--- config.mk ---
export PLATFORM = sky130hd
export DESIGN_NAME = rc_serial_frame_decoder_unit
export DESIGN_NICKNAME = d
export VERILOG_FILES = /design/src/hw/rtl/rsfd_pkg.sv /design/src/hw/rtl/rsfd_front.sv /design/src/hw/rtl/rsfd_back.sv /design/src/hw/rtl/rsfd_out_fifo.sv /design/src/hw/rtl/rc_serial_frame_decoder_unit.sv
export SDC_FILE = /design/constraint.sdc
export NUM_CORES = 2
export LEC_CHECK = 0
export BUFFER_PORTS_ARGS = -buffer_cell sky130_fd_sc_hd__buf_2
export CORE_ASPECT_RATIO = 1.25
export CORE_MARGIN = 2
export CORE_UTILIZATION = 50
export DETAILED_ROUTE_END_ITERATION = 7
export PLACE_DENSITY = 0.76
export SLEW_MARGIN = 20
export SYNTH_ARGS = -nofsm -noshare
export SYNTH_HDL_FRONTEND = slang
export SYNTH_SLANG_ARGS = --single-unit
--- constraint.sdc ---
create_clock -name clock -period 8.6 [get_ports clock]
set_input_delay 0.86 -clock clock [delete_from_list [all_inputs] [get_ports clock]]
set_output_delay 0.86 -clock clock [all_outputs]
set_load 0.03 [all_outputs]
--- src/hw/rtl/rsfd_pkg.sv ---
// ----------------------------------------------------------------------------
// rsfd_pkg: shared types and constants of the serial RC frame decoder
// Frame layout constants, channel scaling constants, register indexes,
// the protocol mode table and the result word layout.
// ----------------------------------------------------------------------------
package rsfd_pkg;

   // frame layout
   localparam logic [7:0] SYNC_BYTE        = 8'h55;
   localparam int         CHAN_W           = 11;
   localparam int         CHAN_OFFSET_BITS = 24;   // channels start at body byte 3

   // structural defaults
   localparam int BODY_BYTES_DEF     = 25;
   localparam int NUM_CHANNELS_DEF   = 8;
   localparam int CONFIRM_FRAMES_DEF = 3;
   localparam int FIFO_DEPTH_DEF     = 8;

   // scaling: raw 204..1844 maps onto min..max
   localparam int RAW_LOW   = 204;
   localparam int RAW_RANGE = 1640;
   localparam int RAW_DIV   = RAW_RANGE / 8;     // 205, after a shift by 3
   localparam logic [24:0] RECIP_DIV = 25'((64'd1 << 32) / 64'(RAW_DIV));

   // configuration registers
   localparam int CSR_IDX_W  = 1;
   localparam int CSR_DATA_W = 16;
   localparam logic [CSR_IDX_W-1:0] CSR_CHAN_OUT_MIN = 1'd0;
   localparam logic [CSR_IDX_W-1:0] CSR_CHAN_OUT_MAX = 1'd1;
   localparam logic signed [15:0] CHAN_OUT_MIN_RST = -16'sd500;
   localparam logic signed [15:0] CHAN_OUT_MAX_RST = 16'sd500;

   typedef struct packed {
      logic       proto_event;
      logic [4:0] proto_mode;
      logic [2:0] proto_sub;
      logic [1:0] chip_class;
   } frame_meta_type;

   typedef struct packed {
      logic [2:0]         channel_index;
      logic signed [15:0] channel_value;
      logic               last_channel;
      frame_meta_type     meta;
   } rsp_item_type;

   // bit 2: supported, bits 1..0: chip class
   function automatic logic [2:0] mode_info(input logic [4:0] mode);
      logic [2:0] info;
      case (mode)
         5'd1, 5'd2:                      info = 3'h4;
         5'd3, 5'd15, 5'd21:              info = 3'h1;
         5'd4, 5'd5, 5'd8, 5'd10:         info = 3'h6;
         5'd6, 5'd7:                      info = 3'h7;
         5'd9, 5'd11, 5'd12, 5'd13, 5'd14,
         5'd16, 5'd17, 5'd18, 5'd19, 5'd20: info = 3'h2;
         default:                         info = 3'h0;
      endcase
      return info;
   endfunction

endpackage

--- src/hw/rtl/rsfd_front.sv ---
// ----------------------------------------------------------------------------
// rsfd_front: byte parser and protocol tracker
// Hunts for the sync byte, stores the frame body, and on the closing byte
// confirms the protocol selection and hands the channel bits to the back end.
// ----------------------------------------------------------------------------
module rsfd_front #(
   parameter int BODY_BYTES     = rsfd_pkg::BODY_BYTES_DEF,
   parameter int NUM_CHANNELS   = rsfd_pkg::NUM_CHANNELS_DEF,
   parameter int CONFIRM_FRAMES = rsfd_pkg::CONFIRM_FRAMES_DEF
) (
   input  logic                                      clock,
   input  logic                                      reset,
   input  logic                                      push,
   input  logic [7:0]                                rx_byte,
   output logic                                      full,
   output logic                                      job_valid,
   input  logic                                      job_ready,
   output logic [NUM_CHANNELS*rsfd_pkg::CHAN_W-1:0]  job_chan,
   output rsfd_pkg::frame_meta_type                  job_meta
);
   import rsfd_pkg::*;

   localparam int CNT_W     = $clog2(BODY_BYTES + 1);
   localparam int IDX_W     = $clog2(BODY_BYTES);
   localparam int CHAN_BITS = NUM_CHANNELS * CHAN_W;
   localparam int BODY_W    = BODY_BYTES * 8;
   localparam int ALL_W     = (BODY_W > CHAN_OFFSET_BITS + CHAN_BITS) ?
                              BODY_W : CHAN_OFFSET_BITS + CHAN_BITS;

   logic             in_body_ff, in_body_in;
   logic [CNT_W-1:0] byte_count_ff, byte_count_in;
   logic             seen_valid_ff, seen_valid_in;
   logic [7:0]       seen_ms_ff, seen_ms_in;
   logic [1:0]       repeat_ff, repeat_in;
   logic             final_valid_ff, final_valid_in;
   logic [7:0]       final_ms_ff, final_ms_in;
   logic [7:0]       store_ff [BODY_BYTES];

   logic             at_end, accept, store_we, new_event;
   logic [7:0]       frame_ms;
   logic [1:0]       repeat_next;
   logic [2:0]       info;
   logic [2:0]       frame_info;
   logic [ALL_W-1:0] padded;

   // closing byte position; hold it while the back end still has a frame
   assign at_end    = in_body_ff && (byte_count_ff == CNT_W'(BODY_BYTES));
   assign full      = at_end && !job_ready;
   assign accept    = push && !full;
   assign job_valid = accept && at_end;
   assign store_we  = accept && in_body_ff && !at_end;

   assign frame_ms    = {store_ff[1][6:4], store_ff[0][4:0]};
   assign frame_info  = mode_info(frame_ms[4:0]);
   assign repeat_next = repeat_ff + 2'd1;

   // next parser and confirmation state
   always_comb begin
      in_body_in     = in_body_ff;
      byte_count_in  = byte_count_ff;
      seen_valid_in  = seen_valid_ff;
      seen_ms_in     = seen_ms_ff;
      repeat_in      = repeat_ff;
      final_valid_in = final_valid_ff;
      final_ms_in    = final_ms_ff;
      new_event      = 1'b0;
      if (accept) begin
         if (!in_body_ff) begin
            if (rx_byte == SYNC_BYTE) begin
               in_body_in    = 1'b1;
               byte_count_in = '0;
            end
         end else if (!at_end) begin
            byte_count_in = byte_count_ff + CNT_W'(1);
         end else begin
            in_body_in = 1'b0;
            if (!seen_valid_ff || (frame_ms != seen_ms_ff)) begin
               seen_valid_in = 1'b1;
               seen_ms_in    = frame_ms;
               repeat_in     = '0;
            end else if (repeat_ff < 2'(CONFIRM_FRAMES)) begin
               repeat_in = repeat_next;
               if ((repeat_next == 2'(CONFIRM_FRAMES)) &&
                   (!final_valid_ff || (frame_ms != final_ms_ff))) begin
                  final_valid_in = 1'b1;
                  final_ms_in    = frame_ms;
                  new_event      = frame_info[2];
               end
            end
         end
      end
   end

   // frame-level fields as they stand after this frame
   always_comb begin
      info                 = mode_info(final_ms_in[4:0]);
      job_meta.proto_event = new_event;
      job_meta.proto_mode  = final_valid_in ? final_ms_in[4:0] : 5'd0;
      job_meta.proto_sub   = final_valid_in ? final_ms_in[7:5] : 3'd0;
      job_meta.chip_class  = final_valid_in ? info[1:0] : 2'd0;
   end

   // gather the channel bits; bits past the body read as zero
   always_comb begin
      padded = '0;
      for (int b = 0; b < BODY_BYTES; b++) begin
         padded[b*8 +: 8] = store_ff[b];
      end
   end
   assign job_chan = padded[CHAN_OFFSET_BITS +: CHAN_BITS];

   always_ff @(posedge clock) begin
      if (reset) begin
         in_body_ff     <= 1'b0;
         byte_count_ff  <= '0;
         seen_valid_ff  <= 1'b0;
         seen_ms_ff     <= '0;
         repeat_ff      <= '0;
         final_valid_ff <= 1'b0;
         final_ms_ff    <= '0;
      end else begin
         in_body_ff     <= in_body_in;
         byte_count_ff  <= byte_count_in;
         seen_valid_ff  <= seen_valid_in;
         seen_ms_ff     <= seen_ms_in;
         repeat_ff      <= repeat_in;
         final_valid_ff <= final_valid_in;
         final_ms_ff    <= final_ms_in;
      end
   end

   // store body bytes
   always_ff @(posedge clock) begin
      if (store_we) begin
         store_ff[byte_count_ff[IDX_W-1:0]] <= rx_byte;
      end
   end

   a_full_only_at_end: assert property (@(posedge clock) disable iff (reset)
      full |-> (in_body_ff && (byte_count_ff == CNT_W'(BODY_BYTES))))
      else $error("input held outside the closing byte");

endmodule

--- src/hw/rtl/rsfd_back.sv ---
// ----------------------------------------------------------------------------
// rsfd_back: frame slot and channel scaler
// Holds one decoded frame and, while a result queue entry is free, issues its
// channels one per cycle through a four-stage scaling pipeline, reserving an entry for each.
// ----------------------------------------------------------------------------
module rsfd_back #(
   parameter int NUM_CHANNELS = rsfd_pkg::NUM_CHANNELS_DEF,
   parameter int FIFO_DEPTH   = rsfd_pkg::FIFO_DEPTH_DEF
) (
   input  logic                                      clock,
   input  logic                                      reset,
   input  logic                                      csr_we,
   input  logic [rsfd_pkg::CSR_IDX_W-1:0]            csr_index,
   input  logic [rsfd_pkg::CSR_DATA_W-1:0]           csr_wdata,
   input  logic                                      job_valid,
   output logic                                      job_ready,
   input  logic [NUM_CHANNELS*rsfd_pkg::CHAN_W-1:0]  job_chan,
   input  rsfd_pkg::frame_meta_type                  job_meta,
   input  logic                                      out_taken,
   output logic                                      res_push,
   output rsfd_pkg::rsp_item_type                    res_item
);
   import rsfd_pkg::*;

   localparam int CHAN_BITS = NUM_CHANNELS * CHAN_W;
   localparam int CH_W      = (NUM_CHANNELS > 1) ? $clog2(NUM_CHANNELS) : 1;
   localparam int CR_W      = $clog2(FIFO_DEPTH + 1);
   localparam int STAGES    = 4;

   typedef struct packed {
      logic [2:0]     idx;
      logic           last;
      frame_meta_type meta;
   } chan_tag_type;

   logic signed [15:0]   min_ff, max_ff;
   logic                 job_valid_ff, job_valid_in;
   logic [CHAN_BITS-1:0] chan_sh_ff, chan_sh_in;
   frame_meta_type       meta_ff, meta_in;
   logic [CH_W-1:0]      ch_cnt_ff, ch_cnt_in;
   logic [CR_W-1:0]      credit_ff, credit_in;
   logic [STAGES-1:0]    v_ff;
   chan_tag_type         tag_ff [STAGES];

   logic signed [28:0]   num1_ff;
   logic                 neg2_ff, neg3_ff, neg4_ff;
   logic [23:0]          x2_ff, x3_ff;
   logic [16:0]          q0_ff, q4_ff;

   logic                 issue, job_last, job_load;
   chan_tag_type         tag0;
   logic [CHAN_W-1:0]    raw;
   logic signed [11:0]   diff;
   logic signed [16:0]   span;
   logic [28:0]          mag;
   logic [48:0]          prod;
   logic [24:0]          qm, rem;
   logic signed [17:0]   sq;
   logic signed [18:0]   v;

   // configuration registers
   always_ff @(posedge clock) begin
      if (reset) begin
         min_ff <= CHAN_OUT_MIN_RST;
         max_ff <= CHAN_OUT_MAX_RST;
      end else if (csr_we) begin
         case (csr_index)
            CSR_CHAN_OUT_MIN: min_ff <= $signed(csr_wdata);
            CSR_CHAN_OUT_MAX: max_ff <= $signed(csr_wdata);
            default: ;
         endcase
      end
   end

   // issue a channel when a result entry is free
   assign issue     = job_valid_ff && (credit_ff < CR_W'(FIFO_DEPTH));
   assign job_last  = (ch_cnt_ff == CH_W'(NUM_CHANNELS - 1));
   assign job_ready = !job_valid_ff || (issue && job_last);
   assign job_load  = job_valid && job_ready;

   // frame slot: load, shift one channel out per issue
   always_comb begin
      job_valid_in = job_valid_ff;
      chan_sh_in   = chan_sh_ff;
      meta_in      = meta_ff;
      ch_cnt_in    = ch_cnt_ff;
      if (job_load) begin
         job_valid_in = 1'b1;
         chan_sh_in   = job_chan;
         meta_in      = job_meta;
         ch_cnt_in    = '0;
      end else if (issue) begin
         job_valid_in = !job_last;
         chan_sh_in   = chan_sh_ff >> CHAN_W;
         ch_cnt_in    = ch_cnt_ff + CH_W'(1);
      end
   end

   // reserve on issue, release on pop
   always_comb begin
      credit_in = credit_ff;
      if (issue && !out_taken) begin
         credit_in = credit_ff + CR_W'(1);
      end else if (!issue && out_taken) begin
         credit_in = credit_ff - CR_W'(1);
      end
   end

   always_ff @(posedge clock) begin
      if (reset) begin
         job_valid_ff <= 1'b0;
         credit_ff    <= '0;
         v_ff         <= '0;
      end else begin
         job_valid_ff <= job_valid_in;
         credit_ff    <= credit_in;
         v_ff         <= {v_ff[STAGES-2:0], issue};
      end
   end

   always_ff @(posedge clock) begin
      chan_sh_ff <= chan_sh_in;
      meta_ff    <= meta_in;
      ch_cnt_ff  <= ch_cnt_in;
   end

   // stage 1: offset and span product
   always_comb begin
      tag0.idx  = 3'(ch_cnt_ff);
      tag0.last = job_last;
      tag0.meta = meta_ff;
      raw       = chan_sh_ff[CHAN_W-1:0];
      diff      = $signed({1'b0, raw}) - $signed(12'(RAW_LOW));
      span      = $signed({max_ff[15], max_ff}) - $signed({min_ff[15], min_ff});
      mag       = num1_ff[28] ? 29'(-num1_ff) : 29'(num1_ff);
      prod      = 49'(x2_ff) * 49'(RECIP_DIV);
      qm        = 25'(q0_ff) * 25'(RAW_DIV);
      rem       = {1'b0, x3_ff} - qm;
   end

   // stages 2..4: magnitude, reciprocal multiply, quotient correction
   always_ff @(posedge clock) begin
      tag_ff[0] <= tag0;
      for (int s = 1; s < STAGES; s++) begin
         tag_ff[s] <= tag_ff[s-1];
      end
      num1_ff <= diff * span;
      neg2_ff <= num1_ff[28];
      x2_ff   <= mag[26:3];
      neg3_ff <= neg2_ff;
      x3_ff   <= x2_ff;
      q0_ff   <= prod[48:32];
      neg4_ff <= neg3_ff;
      q4_ff   <= q0_ff + 17'(rem >= 25'(RAW_DIV));
   end

   // restore sign, add offset, saturate
   always_comb begin
      sq = neg4_ff ? -$signed({1'b0, q4_ff}) : $signed({1'b0, q4_ff});
      v  = sq + min_ff;
      res_item.channel_index = tag_ff[STAGES-1].idx;
      res_item.last_channel  = tag_ff[STAGES-1].last;
      res_item.meta          = tag_ff[STAGES-1].meta;
      if (v > 19'sd32767) begin
         res_item.channel_value = 16'sh7fff;
      end else if (v < -19'sd32768) begin
         res_item.channel_value = 16'sh8000;
      end else begin
         res_item.channel_value = v[15:0];
      end
   end
   assign res_push = v_ff[STAGES-1];

   a_credit_bound: assert property (@(posedge clock) disable iff (reset)
      credit_ff <= CR_W'(FIFO_DEPTH))
      else $error("result queue over-reserved");

   a_push_reserved: assert property (@(posedge clock) disable iff (reset)
      res_push |-> (credit_ff != '0))
      else $error("result word pushed without a reservation");

endmodule

--- src/hw/rtl/rsfd_out_fifo.sv ---
// ----------------------------------------------------------------------------
// rsfd_out_fifo: result queue
// Small register queue of result words; the head is shown while not empty.
// ----------------------------------------------------------------------------
module rsfd_out_fifo #(
   parameter int DEPTH = rsfd_pkg::FIFO_DEPTH_DEF
) (
   input  logic                   clock,
   input  logic                   reset,
   input  logic                   push,
   input  rsfd_pkg::rsp_item_type push_item,
   input  logic                   pop,
   output logic                   empty,
   output rsfd_pkg::rsp_item_type head
);
   import rsfd_pkg::*;

   localparam int PTR_W = (DEPTH > 1) ? $clog2(DEPTH) : 1;
   localparam int CNT_W = $clog2(DEPTH + 1);

   rsp_item_type     mem_ff [DEPTH];
   logic [PTR_W-1:0] wr_ptr_ff, wr_ptr_in, rd_ptr_ff, rd_ptr_in;
   logic [CNT_W-1:0] count_ff, count_in;
   logic             do_pop;

   assign empty  = (count_ff == '0);
   assign do_pop = pop && !empty;
   assign head   = mem_ff[rd_ptr_ff];

   // advance pointers with wrap, track fill
   always_comb begin
      wr_ptr_in = wr_ptr_ff;
      rd_ptr_in = rd_ptr_ff;
      count_in  = count_ff;
      if (push) begin
         wr_ptr_in = (wr_ptr_ff == PTR_W'(DEPTH - 1)) ? '0 : wr_ptr_ff + PTR_W'(1);
      end
      if (do_pop) begin
         rd_ptr_in = (rd_ptr_ff == PTR_W'(DEPTH - 1)) ? '0 : rd_ptr_ff + PTR_W'(1);
      end
      if (push && !do_pop) begin
         count_in = count_ff + CNT_W'(1);
      end else if (!push && do_pop) begin
         count_in = count_ff - CNT_W'(1);
      end
   end

   always_ff @(posedge clock) begin
      if (reset) begin
         wr_ptr_ff <= '0;
         rd_ptr_ff <= '0;
         count_ff  <= '0;
      end else begin
         wr_ptr_ff <= wr_ptr_in;
         rd_ptr_ff <= rd_ptr_in;
         count_ff  <= count_in;
      end
   end

   always_ff @(posedge clock) begin
      if (push) begin
         mem_ff[wr_ptr_ff] <= push_item;
      end
   end

   a_no_overflow: assert property (@(posedge clock) disable iff (reset)
      push |-> (count_ff < CNT_W'(DEPTH)) || do_pop)
      else $error("result queue overflow");

endmodule

--- src/hw/rtl/rc_serial_frame_decoder_unit.sv ---
// ----------------------------------------------------------------------------
// rc_serial_frame_decoder_unit: serial RC frame decoder, 11-bit channels
// Bytes go in through a queue-like port (push/full). After sync byte 0x55
// the body bytes are stored; the byte after the body closes the frame and
// produces NUM_CHANNELS result words, read out through empty/pop.
// Each word carries one channel scaled from raw 204..1844 onto the range
// set in chan_out_min/chan_out_max (csr index 0 and 1, write only; the user
// must write them only while idle, which the block does not enforce),
// saturated to 16 bits signed, plus the confirmed protocol mode,
// sub-protocol, chip class and a flag on a newly confirmed supported selection.
// Throughput: one byte per cycle while full is low. The first word of a frame
// passes the frame slot, the scaler stages and the result queue before it shows
// on the result port; the rest follow one per cycle, as issued into the scaler, while entries are free.
// The back end holds one frame; full is raised only on a closing byte
// while the previous frame's channels have not all been issued.
// When pop stalls, the result queue (FIFO_DEPTH words) fills, issue stops
// and words are never lost. Reset clears parser, protocol tracking and the
// queue, and restores the scale registers to -500 and 500.
// ----------------------------------------------------------------------------
module rc_serial_frame_decoder_unit #(
   parameter int BODY_BYTES     = rsfd_pkg::BODY_BYTES_DEF,
   parameter int NUM_CHANNELS   = rsfd_pkg::NUM_CHANNELS_DEF,
   parameter int CONFIRM_FRAMES = rsfd_pkg::CONFIRM_FRAMES_DEF,
   parameter int FIFO_DEPTH     = rsfd_pkg::FIFO_DEPTH_DEF
) (
   input  logic                            clock,
   input  logic                            reset,
   input  logic                            push,
   output logic                            full,
   input  logic [7:0]                      req_rx_byte,
   output logic                            empty,
   input  logic                            pop,
   output logic [2:0]                      rsp_channel_index,
   output logic signed [15:0]              rsp_channel_value,
   output logic                            rsp_last_channel,
   output logic                            rsp_proto_event,
   output logic [4:0]                      rsp_proto_mode,
   output logic [2:0]                      rsp_proto_sub,
   output logic [1:0]                      rsp_chip_class,
   input  logic                            csr_we,
   input  logic [rsfd_pkg::CSR_IDX_W-1:0]  csr_index,
   input  logic [rsfd_pkg::CSR_DATA_W-1:0] csr_wdata
);
   import rsfd_pkg::*;

   localparam int CHAN_BITS = NUM_CHANNELS * CHAN_W;

   logic                 job_valid, job_ready, res_push, out_taken;
   logic [CHAN_BITS-1:0] job_chan;
   frame_meta_type       job_meta;
   rsp_item_type         res_item, head;

   assign out_taken = pop && !empty;

   rsfd_front #(
      .BODY_BYTES     (BODY_BYTES),
      .NUM_CHANNELS   (NUM_CHANNELS),
      .CONFIRM_FRAMES (CONFIRM_FRAMES)
   ) u_front (
      .clock     (clock),
      .reset     (reset),
      .push      (push),
      .rx_byte   (req_rx_byte),
      .full      (full),
      .job_valid (job_valid),
      .job_ready (job_ready),
      .job_chan  (job_chan),
      .job_meta  (job_meta)
   );

   rsfd_back #(
      .NUM_CHANNELS (NUM_CHANNELS),
      .FIFO_DEPTH   (FIFO_DEPTH)
   ) u_back (
      .clock     (clock),
      .reset     (reset),
      .csr_we    (csr_we),
      .csr_index (csr_index),
      .csr_wdata (csr_wdata),
      .job_valid (job_valid),
      .job_ready (job_ready),
      .job_chan  (job_chan),
      .job_meta  (job_meta),
      .out_taken (out_taken),
      .res_push  (res_push),
      .res_item  (res_item)
   );

   rsfd_out_fifo #(
      .DEPTH (FIFO_DEPTH)
   ) u_out_fifo (
      .clock     (clock),
      .reset     (reset),
      .push      (res_push),
      .push_item (res_item),
      .pop       (pop),
      .empty     (empty),
      .head      (head)
   );

   // drive result ports from the queue head
   assign rsp_channel_index = head.channel_index;
   assign rsp_channel_value = head.channel_value;
   assign rsp_last_channel  = head.last_channel;
   assign rsp_proto_event   = head.meta.proto_event;
   assign rsp_proto_mode    = head.meta.proto_mode;
   assign rsp_proto_sub     = head.meta.proto_sub;
   assign rsp_chip_class    = head.meta.chip_class;

endmodule

== Word-level counts from Yosys, hierarchy flattened ==
Memories as Yosys holds them, arrays and structs flattened. A register that Yosys moved wholly into a read port is not among the register bits.
Cells that the tools add are included.
Widths: inputs -> output; s select.

* Bits in registers: 290
* RAM bits: 508
* Bits in read-only memories: 192
* Output and inout port bits: 33
* Word-level logic and storage cells: 153
* Memories: 5

* Add/sub/neg operators: 16
* $mul: 3
* Magnitude comparators: 5
* Equality and inequality tests: 9
* Muxes and demuxes: 40
* Bitwise operators: 6
* Reduce and logical (&&, ||, !) cells: 42

{| class="wikitable"
|+ Memory list
! memory !! words !! bits a word !! read ports !! clocked after Yosys merged registers in !! write ports !! line !! RTL
|-
| u_out_fifo.mem_ff || 8 || 31 || 1 || 1 || 1 || rsfd_out_fifo.sv:21 || <nowiki>rsp_item_type mem_ff [DEPTH];</nowiki>
|-
| u_front.store_ff || 25 || 8 || 13 || 0 || 1 || rsfd_front.sv:37 || <nowiki>logic [7:0] store_ff [BODY_BYTES];</nowiki>
|-
| (name not given) || 32 || 3 || 1 || 1 || 0 || rsfd_pkg.sv:50 || <nowiki>case (mode)</nowiki>
|-
| (name not given) || 32 || 3 || 1 || 1 || 0 || rsfd_pkg.sv:50 ||
|-
| u_back.tag_ff || 4 || 15 || 4 || 0 || 4 || rsfd_back.sv:43 || <nowiki>chan_tag_type tag_ff [STAGES];</nowiki>
|}

{| class="wikitable"
|+ Operators by type and width
! cell !! number
|-
| $mux 88 || 2
|-
| $mul 24x25->49 const B || 1
|-
| $mux 8 || 6
|-
| $mux 16 || 2
|-
| $mul 12x17->29 || 1
|-
| $mux 27 || 1
|-
| $neg 27->27 || 1
|-
| $ge 25x8->1 const B || 1
|-
| $mul 17x8->25 const B || 1
|-
| $sub 24x25->25 || 1
|-
| $add 18x16->19 || 1
|-
| $gt 19x16->1 const B || 1
|-
| $lt 19x16->1 const B || 1
|-
| $mux 18 || 1
|-
| $neg 17->18 || 1
|-
| $add 17x1->17 || 1
|-
| $sub 16x16->17 || 1
|-
| $mux 4 || 4
|-
| $ne 8x8->1 || 2
|-
| $logic_and 1x1->1 || 15
|-
| $mux 1 || 15
|-
| $mux 5 || 3
|-
| $logic_not 1->1 || 12
|-
| $mux 3 || 4
|-
| other kinds (22) || 42
|}

== Logic depth before layout (Yosys ltp) ==
* Word-level depth: 12
* Depth in mapped cells: 33
* Mapped depth without buffers: 32

== Cells and area by module ==
A second synthesis with hierarchy kept.

* Cells, all modules: 3831
* Area total of the unflattened synthesis: 46160.5 um2

{| class="wikitable"
|+ By module, submodules not included
! module !! instances !! cells each !! area an instance (um2)
|-
| rsfd_back || 1 || 3070 || 31263.7
|-
| rsfd_out_fifo || 1 || 431 || 10199.8
|-
| rsfd_front || 1 || 329 || 4683.2
|-
| rc_serial_frame_decoder_unit || 1 || 1 || 13.8
|}

== Worst setup path after synthesis ==
Ideal clock, no wire load.

* Path type: register to register
* Start point: register u_back.max_ff[0]
* End point: register u_back.num1_ff[28]
* Arrival: 7.092 ns
* Required time: 8.528 ns
* Slack: 1.436 ns
* Stages on the path, launching flop included: 34
* Buffers on the path: 1
* Path through: dfxtp_1 inv_1 ha_1 fa_1 nor2b_1 o21ai_0 a21boi_0 o21ai_0 a21o_1 a21oi_1 o311ai_0 a22oi_1 clkbuf_1 nand2b_1 fa_1 inv_1 ha_1 inv_1 fa_1 inv_1 fa_1 inv_1 fa_1 inv_1 ha_1 a21o_1 a21o_1 a21o_1 a21oi_1 o21ai_0 nand2_1 o31ai_1 o41ai_1 xnor2_1

* Word-level cells in the longest chain between the ends: 2

{| class="wikitable"
|+ Ends and longest elaborated chain
! what !! line !! RTL
|-
| from (decl) || rsfd_back.sv:36 || <nowiki>logic signed [15:0] min_ff, max_ff;</nowiki>
|-
| from (signal assigned) || rsfd_back.sv:69 || <nowiki>CSR_CHAN_OUT_MAX: max_ff <= $signed(csr_wdata);</nowiki>
|-
| $sub 16x16->17 || rsfd_back.sv:134 || <nowiki>span = $signed({max_ff[15], max_ff}) - $signed({min_ff[15], min_ff});</nowiki>
|-
| $mul 12x17->29 || rsfd_back.sv:147 || <nowiki>num1_ff <= diff * span;</nowiki>
|-
| to (signal assigned) || rsfd_back.sv:147 ||
|-
| to (decl) || rsfd_back.sv:45 || <nowiki>logic signed [28:0] num1_ff;</nowiki>
|}

No other way between the ends.
A chain may end at the register's enable or synchronous reset.

== Final worst setup path ==
Ends and elaborated chain as after synthesis.

==> results by group <==
Status
  – Run status: complete, but fails checks
  – Failing checks: DRC

Logic synthesis
  – Post-synthesis sequential area ratio: 39.87%
  – Simple-gate portion of the synthesized area: approximately a tenth
  – Syn Nets: 4975
  – Yosys cell types: 69
  – Mapped Cells: 4058
  – Synth warnings: 0
  – Ys async rst share: 0%
  – Dominant synthesized flop cell: edfxtp_1
  – Synth Cell Area: between 40000 and 50000 um2
  – Adder-Cell Fraction of Synth Area: 31.07%
  – EDFF count, synth: about 440
  – Xor/xnor share of the synthesized area: between 3 and 4%
  – Largest family of logic cells by synthesized area: adder cells
  – Synth Area in Compound Gates: 5.397%
  – Multiplexer share of the synthesized area: 4.263%
  – FF+latch count, synth: 699
  – Post-Syn Area per Cell: about 11 um2

Timing
  – Final setup viols: 0
  – Worst Hold Slack: 0.3226 ns
  – Tightest Pin Transition: 1.052 ns
  – Unrepaired setup endpoints after global routing: no
  – Worst Skew: ~0.044 ns
  – Tcrit/Tclk final: 90.32%
  – Setup TNS: 0 ns
  – Final hold violation count: 0
  – Max-slew violations: 0
  – Slew headroom: between 20% and 30%
  – Period minus WS final: ~8 ns
  – Worst Slack Setup Final: 0.8328 ns
  – Max Freq: 128.7 MHz

Finish
  – Filler cells: 7436
  – Layout cells sized above 1: 8.736%
  – Register area: between 15000 and 20000 um2
  – Area Overhead vs Synth: 9.468%
  – Commonest cells after routing, fill and taps aside: 718 x inv_1, 476 x nand2_1, 452 x ha_1, 443 x edfxtp_1, 435 x fa_1
  – Finished Layout Cells: 5404
  – Fin nets: 5061
  – Area of the multi-input gates: 24820 um2
  – Commonest non-fill, non-tap cell in the layout: inv_1

Clock network
  – H-tree depth: 3
  – Clock sink count: about 700
  – Setup bufs post-CTS: 0
  – TritonCTS clock tree: done
  – Total CTS buffers: 72
  – CTS Hold Bufs: 0
  – Clock latency at the later pin of the worst-skew pair: 0.64 ns
  – Largest buffer count on any clock path: 3
  – CTS Root Cell: clkbuf_16
  – Clock slew at reported path FFs: 0.06 ns

Detailed routing
  – TritonRoute pass-1 iters: 8
  – Routed wire per std cell: 17.90 um
  – Mean number of vias per cell: 5.324
  – Via count: 28770
  – Drt initial violations: 1942
  – Antenna Nets Post-Route: 0
  – Drt drc: 6
  – WL final: 96710 um

Worst setup path
  – Crit. End Element: flop
  – Type of the worst setup path: flop to flop
  – Slowest cell on crit path: fa_1
  – Critical Path RT: 9.15 ns
  – Reg2reg setup slack: between 0.8 and 0.9 ns
  – CP max stage delay: approximately 0.53 ns
  – CP max FO: 7
  – CP Data Arrival Time: 8.32 ns
  – CP startpoint kind: flop

Flow run
  – Max cap viols: 0

Global route
  – Vias in the first global route: just over 30000
  – First-pass GRT wire length: 156500 um
  – Global route total overflow: 0
  – GRT Overall Usage: a little over a fifth
  – Largest net degree at the start of global routing: 88
  – Antenna violations before repair: 4

Die
  – Chip width: 276.0 um
  – Initial Utilization: 50.50%
  – IO Pins: 63
  – Std-Cell Rows: 124
  – Die Ht: 343.9 um
  – Placeable core area: 91540 um2
  – Die Area: between 90000 and 100000 um2

Placed design
  – DP Cell Count: 5267
  – Global placement routability congestion: 0.9816
  – Worst slack, placed: 0.5315 ns
  – Number of buffers added on ports: 62
  – Detailed Place HPWL: 71690 um

Hold path
  – Hold Crit Class: flop to flop
[logic make-up (layout without fill, tap and decap cells)]
group,after synthesis,in the layout
adder cells (fa/ha/maj),887,887
buffers and inverters,821,964
XOR/XNOR,165,165
AND/OR/NAND/NOR,974,974
multiplexers,115,115
other,0,6
flip-flops,699,699
AO/OA/AOI/OAI,397,397
[per-layer routing]
| metal | wire [um] | part of all wire, % | vias to the layer above | global-route usage (%) |
|---|---|---|---|---|
| met1 | 37970 | 39 | 14248 | 25.60 |
| li1 | - | - | 13528 | - |
| met4 | 3836 | 4.0 | 0 | 8.557 |
| met5 | 0 | 0 | - | 0 |
| met2 | 50360 | 52 | 762 | 37.79 |
| met3 | 4541 | 4.7 | 232 | 2.569 |
[final timing paths]
path,start,end,cells after the start
max,u_back.max_ff[0],u_back.num1_ff[28],30
max reg2reg,u_back.max_ff[0],u_back.num1_ff[28],30
min reg2reg,u_back.tag_ff[1][0],u_back.tag_ff[2][0],0
min,u_back.tag_ff[1][0],u_back.tag_ff[2][0],0
[registers in the layout (all words and copies together) (netlist names), 5 cells and up, named ones only]
name and cells:
u_back.q4_ff 17, u_back.max_ff 16, u_front.byte_count_ff 5, u_back.num1_ff 28, u_front.seen_ms_ff 8, u_back.meta_ff 11, u_back.q0_ff 17, u_out_fifo.mem_ff 248
u_front.final_ms_ff 8, u_back.chan_sh_ff 88, u_back.x2_ff 24, u_back.tag_ff 60, u_front.store_ff 96, u_back.x3_ff 24, u_back.min_ff 16
[critical path: cells and delay by family, from the launching register on]
family | cells | cell delay [ns]
AOI/OAI and AO/OA | 9 | 2.23
and+or+nand+nor | 5 | 0.74
adders and majority gates | 8 | 3.25
DFF | 1 | 0.33
buffers and inverters | 6 | 0.49
xor gates and xnor gates | 2 | 0.64
[repair_timing]
item / in CTS / in global routing
endpoints found under the setup margin: 0 / 1
endpoints found under the hold margin: 0 / 0
gates resized for setup: 0 / 2
[cells in the mapped netlist (all sizes together) (46+ instances only)]
cell	number	area, um2
nor2b	64	400.4
nand2	477	1790
inv	718	2695
dfxtp	256	5125
mux4	62	1396
xnor2	121	1060
edfxtp	443	13300
ha	452	5655
nand2b	46	287.8
fa	435	8708
o21ai	94	474.2
nor2	188	705.7
clkbuf	91	341.6
a21oi	127	635.6
[metrics by stage]
step / area [um2] / util [%]
3_3_place_gp: 48130 / 52.58
6_report: 50600 / 55.28
5_1_grt: 50600 / 55.27
3_5_place_dp: 48130 / 52.58
4_1_cts: 50560 / 55.23
2_1_floorplan: 46220 / -
[layout make-up]
| type | instances | share of cell area (%) |
|---|---|---|
| multi-input cells | 2538 | 49.05 |
| flip-flops and latches | 699 | 36.43 |
| inverters | 719 | 5.334 |
| clock buffers | 95 | 3.875 |
| well taps | 1197 | 2.960 |
| repair buffers | 114 | 1.392 |
| clock inverters | 36 | 0.9322 |
| diodes | 6 | 0.02967 |
Power is not shown: default switching activity piles up to over one toggle a cycle in this logic, so the estimate is an artifact.
